### src/design/esd_pkg.sv
// ----------------------------------------------------------------------------
// Escape sequence decoder package
// Shared types, character codes and lookup functions for the decoder.
// ----------------------------------------------------------------------------
package esd_pkg;

   typedef enum logic [2:0] {
      MODE_NORMAL = 3'd0,
      MODE_ESC    = 3'd1,
      MODE_HEX1   = 3'd2,
      MODE_HEX2   = 3'd3,
      MODE_DROP   = 3'd4
   } mode_type;

   localparam logic [1:0] STATUS_OK   = 2'd0;
   localparam logic [1:0] STATUS_BAD  = 2'd1;
   localparam logic [1:0] STATUS_OPEN = 2'd2;

   localparam logic [7:0] CHAR_BACKSLASH = 8'h5C;
   localparam logic [7:0] CHAR_X         = 8'h78;
   localparam logic [7:0] CHAR_QUOTE     = 8'h27;
   localparam logic [7:0] CHAR_DQUOTE    = 8'h22;
   localparam logic [7:0] CHAR_QUESTION  = 8'h3F;
   localparam logic [7:0] CHAR_A         = 8'h61;
   localparam logic [7:0] CHAR_B         = 8'h62;
   localparam logic [7:0] CHAR_F         = 8'h66;
   localparam logic [7:0] CHAR_N         = 8'h6E;
   localparam logic [7:0] CHAR_R         = 8'h72;
   localparam logic [7:0] CHAR_T         = 8'h74;
   localparam logic [7:0] CHAR_V         = 8'h76;

   localparam logic [7:0] CODE_BEL = 8'h07;
   localparam logic [7:0] CODE_BS  = 8'h08;
   localparam logic [7:0] CODE_FF  = 8'h0C;
   localparam logic [7:0] CODE_LF  = 8'h0A;
   localparam logic [7:0] CODE_CR  = 8'h0D;
   localparam logic [7:0] CODE_HT  = 8'h09;
   localparam logic [7:0] CODE_VT  = 8'h0B;

   localparam logic [3:0] HEX_LETTER_BASE = 4'd10;

   typedef struct packed {
      logic       valid;
      logic [7:0] out_byte;
      logic [1:0] status;
      logic       end_of_string;
   } result_type;

   typedef struct packed {
      logic       hit;
      logic [3:0] value;
   } hex_type;

   typedef struct packed {
      logic       hit;
      logic [7:0] code;
   } escape_type;

   function automatic hex_type hex_digit(input logic [7:0] c);
      hex_type h;
      h.hit   = 1'b0;
      h.value = 4'd0;
      if (c >= 8'h30 && c <= 8'h39) begin
         h.hit   = 1'b1;
         h.value = c[3:0];
      end else if ((c >= 8'h41 && c <= 8'h46) || (c >= 8'h61 && c <= 8'h66)) begin
         h.hit   = 1'b1;
         h.value = c[3:0] - 4'd1 + HEX_LETTER_BASE;
      end
      return h;
   endfunction

   function automatic escape_type simple_escape(input logic [7:0] c);
      escape_type e;
      e.hit  = 1'b1;
      e.code = c;
      unique case (c)
         CHAR_A: e.code = CODE_BEL;
         CHAR_B: e.code = CODE_BS;
         CHAR_F: e.code = CODE_FF;
         CHAR_N: e.code = CODE_LF;
         CHAR_R: e.code = CODE_CR;
         CHAR_T: e.code = CODE_HT;
         CHAR_V: e.code = CODE_VT;
         CHAR_QUOTE, CHAR_DQUOTE, CHAR_QUESTION, CHAR_BACKSLASH: e.code = c;
         default: e.hit = 1'b0;
      endcase
      return e;
   endfunction

endpackage

### src/design/escape_sequence_decoder.sv
// ----------------------------------------------------------------------------
// Escape sequence decoder
// Decodes a C-style escaped string, one character per request.
// ----------------------------------------------------------------------------
// Each request carries one character and a flag on the final character of
// the string. The block takes a request every clock cycle: a request is held
// in an input register, decoded in one pass against the escape state, and
// its result, if any, is loaded into an output register once that register
// has room. Escape openers and a first hex digit give no result; an
// invalid escape gives one error result and the rest of the string is
// dropped up to its final character. Status 0 is a good byte, 1 an invalid
// escape or hex digit, 2 a string that ended inside an escape. The block
// only stops taking requests while a result waits for the downstream side.
module escape_sequence_decoder (
   input  logic       clock,
   input  logic       reset,
   input  logic       req_valid,
   output logic       req_ready,
   input  logic [7:0] req_ch,
   input  logic       req_last,
   output logic       rsp_valid,
   input  logic       rsp_ready,
   output logic [7:0] rsp_out_byte,
   output logic [1:0] rsp_status,
   output logic       rsp_end_of_string
);
   import esd_pkg::*;

   logic       in_valid_ff;
   logic [7:0] in_ch_ff;
   logic       in_last_ff;
   logic       advance;
   logic       room;
   result_type result;

   // The held request moves on when its result, if any, has somewhere to go.
   assign advance   = in_valid_ff && (!result.valid || room);
   assign req_ready = !in_valid_ff || advance;

   always_ff @(posedge clock) begin
      if (reset) begin
         in_valid_ff <= 1'b0;
      end else if (req_ready) begin
         in_valid_ff <= req_valid;
      end
   end

   always_ff @(posedge clock) begin
      if (req_valid && req_ready) begin
         in_ch_ff   <= req_ch;
         in_last_ff <= req_last;
      end
   end

   esd_decode u_decode (
      .clock   (clock),
      .reset   (reset),
      .ch      (in_ch_ff),
      .last    (in_last_ff),
      .advance (advance),
      .result  (result)
   );

   esd_out_stage u_out (
      .clock             (clock),
      .reset             (reset),
      .load              (advance && result.valid),
      .result            (result),
      .room              (room),
      .rsp_valid         (rsp_valid),
      .rsp_ready         (rsp_ready),
      .rsp_out_byte      (rsp_out_byte),
      .rsp_status        (rsp_status),
      .rsp_end_of_string (rsp_end_of_string)
   );

endmodule

### src/design/esd_decode.sv
// ----------------------------------------------------------------------------
// Escape sequence decoder core
// Holds the escape mode and pending hex digit, and works out the result
// for the registered input character in a single pass.
// ----------------------------------------------------------------------------
module esd_decode (
   input  logic                clock,
   input  logic                reset,
   input  logic [7:0]          ch,
   input  logic                last,
   input  logic                advance,
   output esd_pkg::result_type result
);
   import esd_pkg::*;

   mode_type   mode_ff, mode_in;
   logic [3:0] nibble_ff, nibble_in;
   hex_type    hex;
   escape_type esc;

   always_ff @(posedge clock) begin
      if (reset) begin
         mode_ff   <= MODE_NORMAL;
         nibble_ff <= 4'd0;
      end else if (advance) begin
         mode_ff   <= mode_in;
         nibble_ff <= nibble_in;
      end
   end

   always_comb begin
      hex                  = hex_digit(ch);
      esc                  = simple_escape(ch);
      mode_in              = mode_ff;
      nibble_in            = nibble_ff;
      result.valid         = 1'b0;
      result.out_byte      = 8'd0;
      result.status        = STATUS_OK;
      result.end_of_string = last;

      unique case (mode_ff)
         MODE_DROP: begin
            mode_in = MODE_NORMAL;
            if (!last) begin
               mode_in = MODE_DROP;
            end
         end
         MODE_ESC: begin
            if (esc.hit) begin
               result.valid    = 1'b1;
               result.out_byte = esc.code;
               mode_in         = MODE_NORMAL;
            end else if (ch == CHAR_X) begin
               if (last) begin
                  result.valid  = 1'b1;
                  result.status = STATUS_OPEN;
                  mode_in       = MODE_NORMAL;
               end else begin
                  mode_in = MODE_HEX1;
               end
            end else begin
               result.valid  = 1'b1;
               result.status = STATUS_BAD;
               mode_in       = last ? MODE_NORMAL : MODE_DROP;
            end
         end
         MODE_HEX1: begin
            if (!hex.hit) begin
               result.valid  = 1'b1;
               result.status = STATUS_BAD;
               mode_in       = last ? MODE_NORMAL : MODE_DROP;
            end else if (last) begin
               result.valid  = 1'b1;
               result.status = STATUS_OPEN;
               mode_in       = MODE_NORMAL;
            end else begin
               nibble_in = hex.value;
               mode_in   = MODE_HEX2;
            end
         end
         MODE_HEX2: begin
            result.valid = 1'b1;
            if (!hex.hit) begin
               result.status = STATUS_BAD;
               mode_in       = last ? MODE_NORMAL : MODE_DROP;
            end else begin
               result.out_byte = {nibble_ff, hex.value};
               mode_in         = MODE_NORMAL;
            end
         end
         default: begin
            // The unused mode codes decode as plain text.
            if (ch == CHAR_BACKSLASH) begin
               if (last) begin
                  result.valid  = 1'b1;
                  result.status = STATUS_OPEN;
                  mode_in       = MODE_NORMAL;
               end else begin
                  mode_in = MODE_ESC;
               end
            end else begin
               result.valid    = 1'b1;
               result.out_byte = ch;
               mode_in         = MODE_NORMAL;
            end
         end
      endcase

      if (last) begin
         nibble_in = 4'd0;
      end
   end

endmodule

### src/design/esd_out_stage.sv
// ----------------------------------------------------------------------------
// Escape sequence decoder result register
// Holds one decoded result until the downstream side takes it.
// ----------------------------------------------------------------------------
module esd_out_stage (
   input  logic                clock,
   input  logic                reset,
   input  logic                load,
   input  esd_pkg::result_type result,
   output logic                room,
   output logic                rsp_valid,
   input  logic                rsp_ready,
   output logic [7:0]          rsp_out_byte,
   output logic [1:0]          rsp_status,
   output logic                rsp_end_of_string
);
   import esd_pkg::*;

   logic       valid_ff;
   logic [7:0] byte_ff;
   logic [1:0] status_ff;
   logic       eos_ff;

   // The register may be reloaded in the same cycle as its content leaves.
   assign room = !valid_ff || rsp_ready;

   always_ff @(posedge clock) begin
      if (reset) begin
         valid_ff <= 1'b0;
      end else if (room) begin
         valid_ff <= load;
      end
   end

   always_ff @(posedge clock) begin
      if (load && room) begin
         byte_ff   <= result.out_byte;
         status_ff <= result.status;
         eos_ff    <= result.end_of_string;
      end
   end

   assign rsp_valid         = valid_ff;
   assign rsp_out_byte      = byte_ff;
   assign rsp_status        = status_ff;
   assign rsp_end_of_string = eos_ff;

endmodule

### config.mk
export PLATFORM = sky130hd
export DESIGN_NAME = escape_sequence_decoder
export DESIGN_NICKNAME = d
export VERILOG_FILES = /design/src/design/esd_pkg.sv /design/src/design/escape_sequence_decoder.sv /design/src/design/esd_decode.sv /design/src/design/esd_out_stage.sv
export SDC_FILE = /design/constraint.sdc
export NUM_CORES = 1
export LEC_CHECK = 0
export BUFFER_PORTS_ARGS = -buffer_cell sky130_fd_sc_hd__buf_2
export CAP_MARGIN = 20
export CORE_MARGIN = 4
export CORE_UTILIZATION = 57
export DETAILED_ROUTE_END_ITERATION = 7
export PLACE_DENSITY_LB_ADDON = 0.2
export SLEW_MARGIN = 20
export SYNTH_ARGS = -nofsm -noshare
export SYNTH_HDL_FRONTEND = slang
export SYNTH_SLANG_ARGS = --single-unit
### constraint.sdc
create_clock -name clock -period 3.9 [get_ports clock]
set_clock_uncertainty 0.15 [all_clocks]
set_input_delay 0.39 -clock clock [delete_from_list [all_inputs] [get_ports clock]]
set_output_delay 0.39 -clock clock [all_outputs]
set_load 0.05 [all_outputs]
==> impl_metrics.toml <==
[timing]
fin_ws_ps = 377
tns_ps = 0
worst_pin_slew_ps = 656
period_share_pct = 90.3
setup_viol = 0
finalHoldViolCount = 0
fmax_mhz = 284
slew_viol_final = 0
slew_headroom_pct = 56.1
min_period_ps = 3520
rsz0062_at_grt = "false"

[cts]
cts_htree_levels = 2
clkLatencyLatePin_ps = 330
ctsResizeCount = 0
cts_hold_buf = 0
cts.clk_slew.worst_paths_ps = 90
cts_tree = "done"
cts_setup_buffers = 0
cts-root-buf = "clkbuf_4"
cts_made_buffers = 5
clockBufferDepth = 2
clock_sinks = 29

[logic_synthesis]
syn_inst = 189
mappedNetlistArea_sq_mm = 0.00189
synth_compound_area_share_pct = 24.4
yosysMostFrequentCell = "edfxtp_1"
yosysTopAreaCell = "edfxtp_1"
yosys-mux-area-fraction_pct = 3.51
ys.flop_type = "edfxtp_1"
synth_fa_ha_area_share_pct = 2.65
synth-simple-area-share_pct = 22.8
synthArstFlopShare_pct = 0
synth_seq_area_share_pct = 41.3
synth_common_cells = "edfxtp_1 (20), nor2_1 (16), nand2_1 (12)"
avgSynthCellArea_sq_um = 10.0
synth_edf_count = 20
synth_top_cell_area_share_pct = 31.8
ys_ff_latch = 29
ys_types = 55
synth_area_leaders = "edfxtp_1 (32%), dfxtp_1 (9.5%), nand2b_1 (3.3%), nor2_1 (3.2%), o31ai_1 (2.8%)"
synth_fp_nets = 206
synth_xor_area_share_pct = 1.85
synth_warnings = 0
synth_top_family_by_area = "compound AO/OA/AOI/OAI gates"

[global_routing]
antenna_found_initial = 0
grt_max_degree = 21
grt_pass1_wl_um = 6750
grt-ovfl-total = 0
grt_pass1_vias = 1460
track_usage_pct = 20.5

[floorplan]
dieHeight_um = 65.6
core_sq_mm = 0.00310
pin_count = 26
num_rows = 20
die_area_sq_mm = 0.00430
start_util_pct = 60.9
dieWidth_um = 65.6

[power_and_ir_drop]
max-vdd-ir-drop_mv = 0.230
leakagePower_nw = 0.802
power.density_mw_per_mm2 = 311

[final_layout]
diodes = 0
drive_gt1_share_pct = 21.7
nNetsFinal = 228
area_growth_syn_to_layout_pct = 10.1

[job]
drv_cap = 0

[hold_path]
hold_path_class = "input port to flip-flop"
hp-start = "req_ch[6]"

[place]
pre_cts_ws_ps = 702
gp_congestion = 0.974
place_hpwl_um = 2960
io_buffers = 25

[route]
via_per_inst = 6.04
first_pass_iters = 4
ant_nets = 0
route.detailed.drc = 0
wl_um = 3930
dr_total_vias = 1547
dr.first_iter.drc_count = 55
wire_per_inst_um = 15.4

[setup_path]
critical_path.max_fanout = 8
reg2reg_slack_ps = 650
crit_type = "flip-flop to output port"
cp.arrival_ps = 2980
crit_start = "in_ch_ff[0]$_DFFE_PP_"
crit_path_end_kind = "output port"
cp-start-kind = "flip-flop"
r2r-start = "in_ch_ff[0]$_DFFE_PP_"
required_ps = 3360

[outcome]
status = "finished clean"
worst paths after layout:
path	depth (start not counted)	end
max	8	req_ready
max reg2reg	7	u_out.rsp_out_byte[5]$_DFFE_PP_
min	1	in_ch_ff[6]$_DFFE_PP_
min reg2reg	2	u_decode.nibble_ff[2]$_SDFFE_PP0P_
cells by family after synthesis:
| kind of cell | after synthesis |
|---|---|
| xor+xnor | 4 |
| compound gates | 55 |
| buf+inv | 17 |
| simple gates | 74 |
| mux | 6 |
| flops | 29 |
| fa+ha+maj | 4 |
flip-flops by register name, summed over array words and instances, names as in the netlist:
signal and count:
in_ch_ff 8, u_out.rsp_out_byte 8, u_decode.nibble_ff 4, u_decode.mode_ff 3, u_out.rsp_status 2, in_last_ff 1, in_valid_ff 1, u_out.rsp_end_of_string 1
u_out.rsp_valid 1
placed cells by master (no fill, tap or decap), types with 3 or more instances in the layout:
master | synthesis | routed
nand2_1 | 12 | 12
nor3b_1 | 3 | 3
nor2_1 | 16 | 16
mux2i_1 | 4 | 4
dfxtp_1 | 9 | 9
or3_1 | 3 | 3
inv_1 | 7 | 7
o31ai_1 | 7 | 7
a22o_1 | 6 | 6
edfxtp_1 | 20 | 20
o21ai_0 | 6 | 6
or2_2 | 3 | 3
ha_1 | 4 | 4
nor3_1 | 4 | 4
a21oi_1 | 6 | 6
buf_2 | 1 | 25
nor2b_1 | 6 | 6
nand2b_1 | 10 | 10
a31oi_1 | 3 | 3
clkbuf_1 | 8 | 3
clkbuf_4 | 0 | 5
power breakdown:
group | internal (W) | switching [W] | leakage, nW
clock network | 0.0000717 | 0.0000973 | 0.0265
registers | 0.000345 | 0.0000201 | 0.265
logic | 0.0000418 | 0.0000700 | 0.511
total | 0.000459 | 0.000187 | 0.802
stage by stage:
step | hold WS (ps) | cells | area (sq um) | util (%) | power, W
after global routing | 61.8 | 256 | 2080 | 67.1 | 0.000682
after floorplan | 274 | 189 | 1890 | - | 0.000455
after global placement | 318 | 248 | 2030 | 65.5 | 0.000481
final | 79.9 | 256 | 2080 | 67.1 | 0.000646
after detailed placement | 329 | 248 | 2030 | 65.5 | 0.000483
after CTS | 80.5 | 256 | 2080 | 67.1 | 0.000646
layer usage:
layer / part of all wire (%) / track usage (%) / vias to the layer above / routed length (um)
met4: 1.4 / 6.99 / 0 / 56
met3: 9.1 / 6.50 / 7 / 358
met1: 44 / 27.1 / 704 / 1720
li1: - / - / 764 / -
met5: 0 / 0 / - / 0
met2: 46 / 31.5 / 72 / 1800
critical path: stages, from the launching register on:
cell      delay, ps
edfxtp_1        500
inv_1           160
ha_1            290
nor3b_1         330
a21oi_1         140
a211o_1         390
o31ai_1         370
nand4_1         210
buf_2           260
final cells by class:
cell class | count | area, sq um
clock buffers | 8 | 48.8
well taps | 44 | 55.1
flip-flops and latches | 29 | 781
multi-input cells | 143 | 1040
repair buffers | 25 | 125
inverters | 7 | 26.3
fillers | 267 | 1020
No activity file was read; power rests on OpenSTA's default activity.
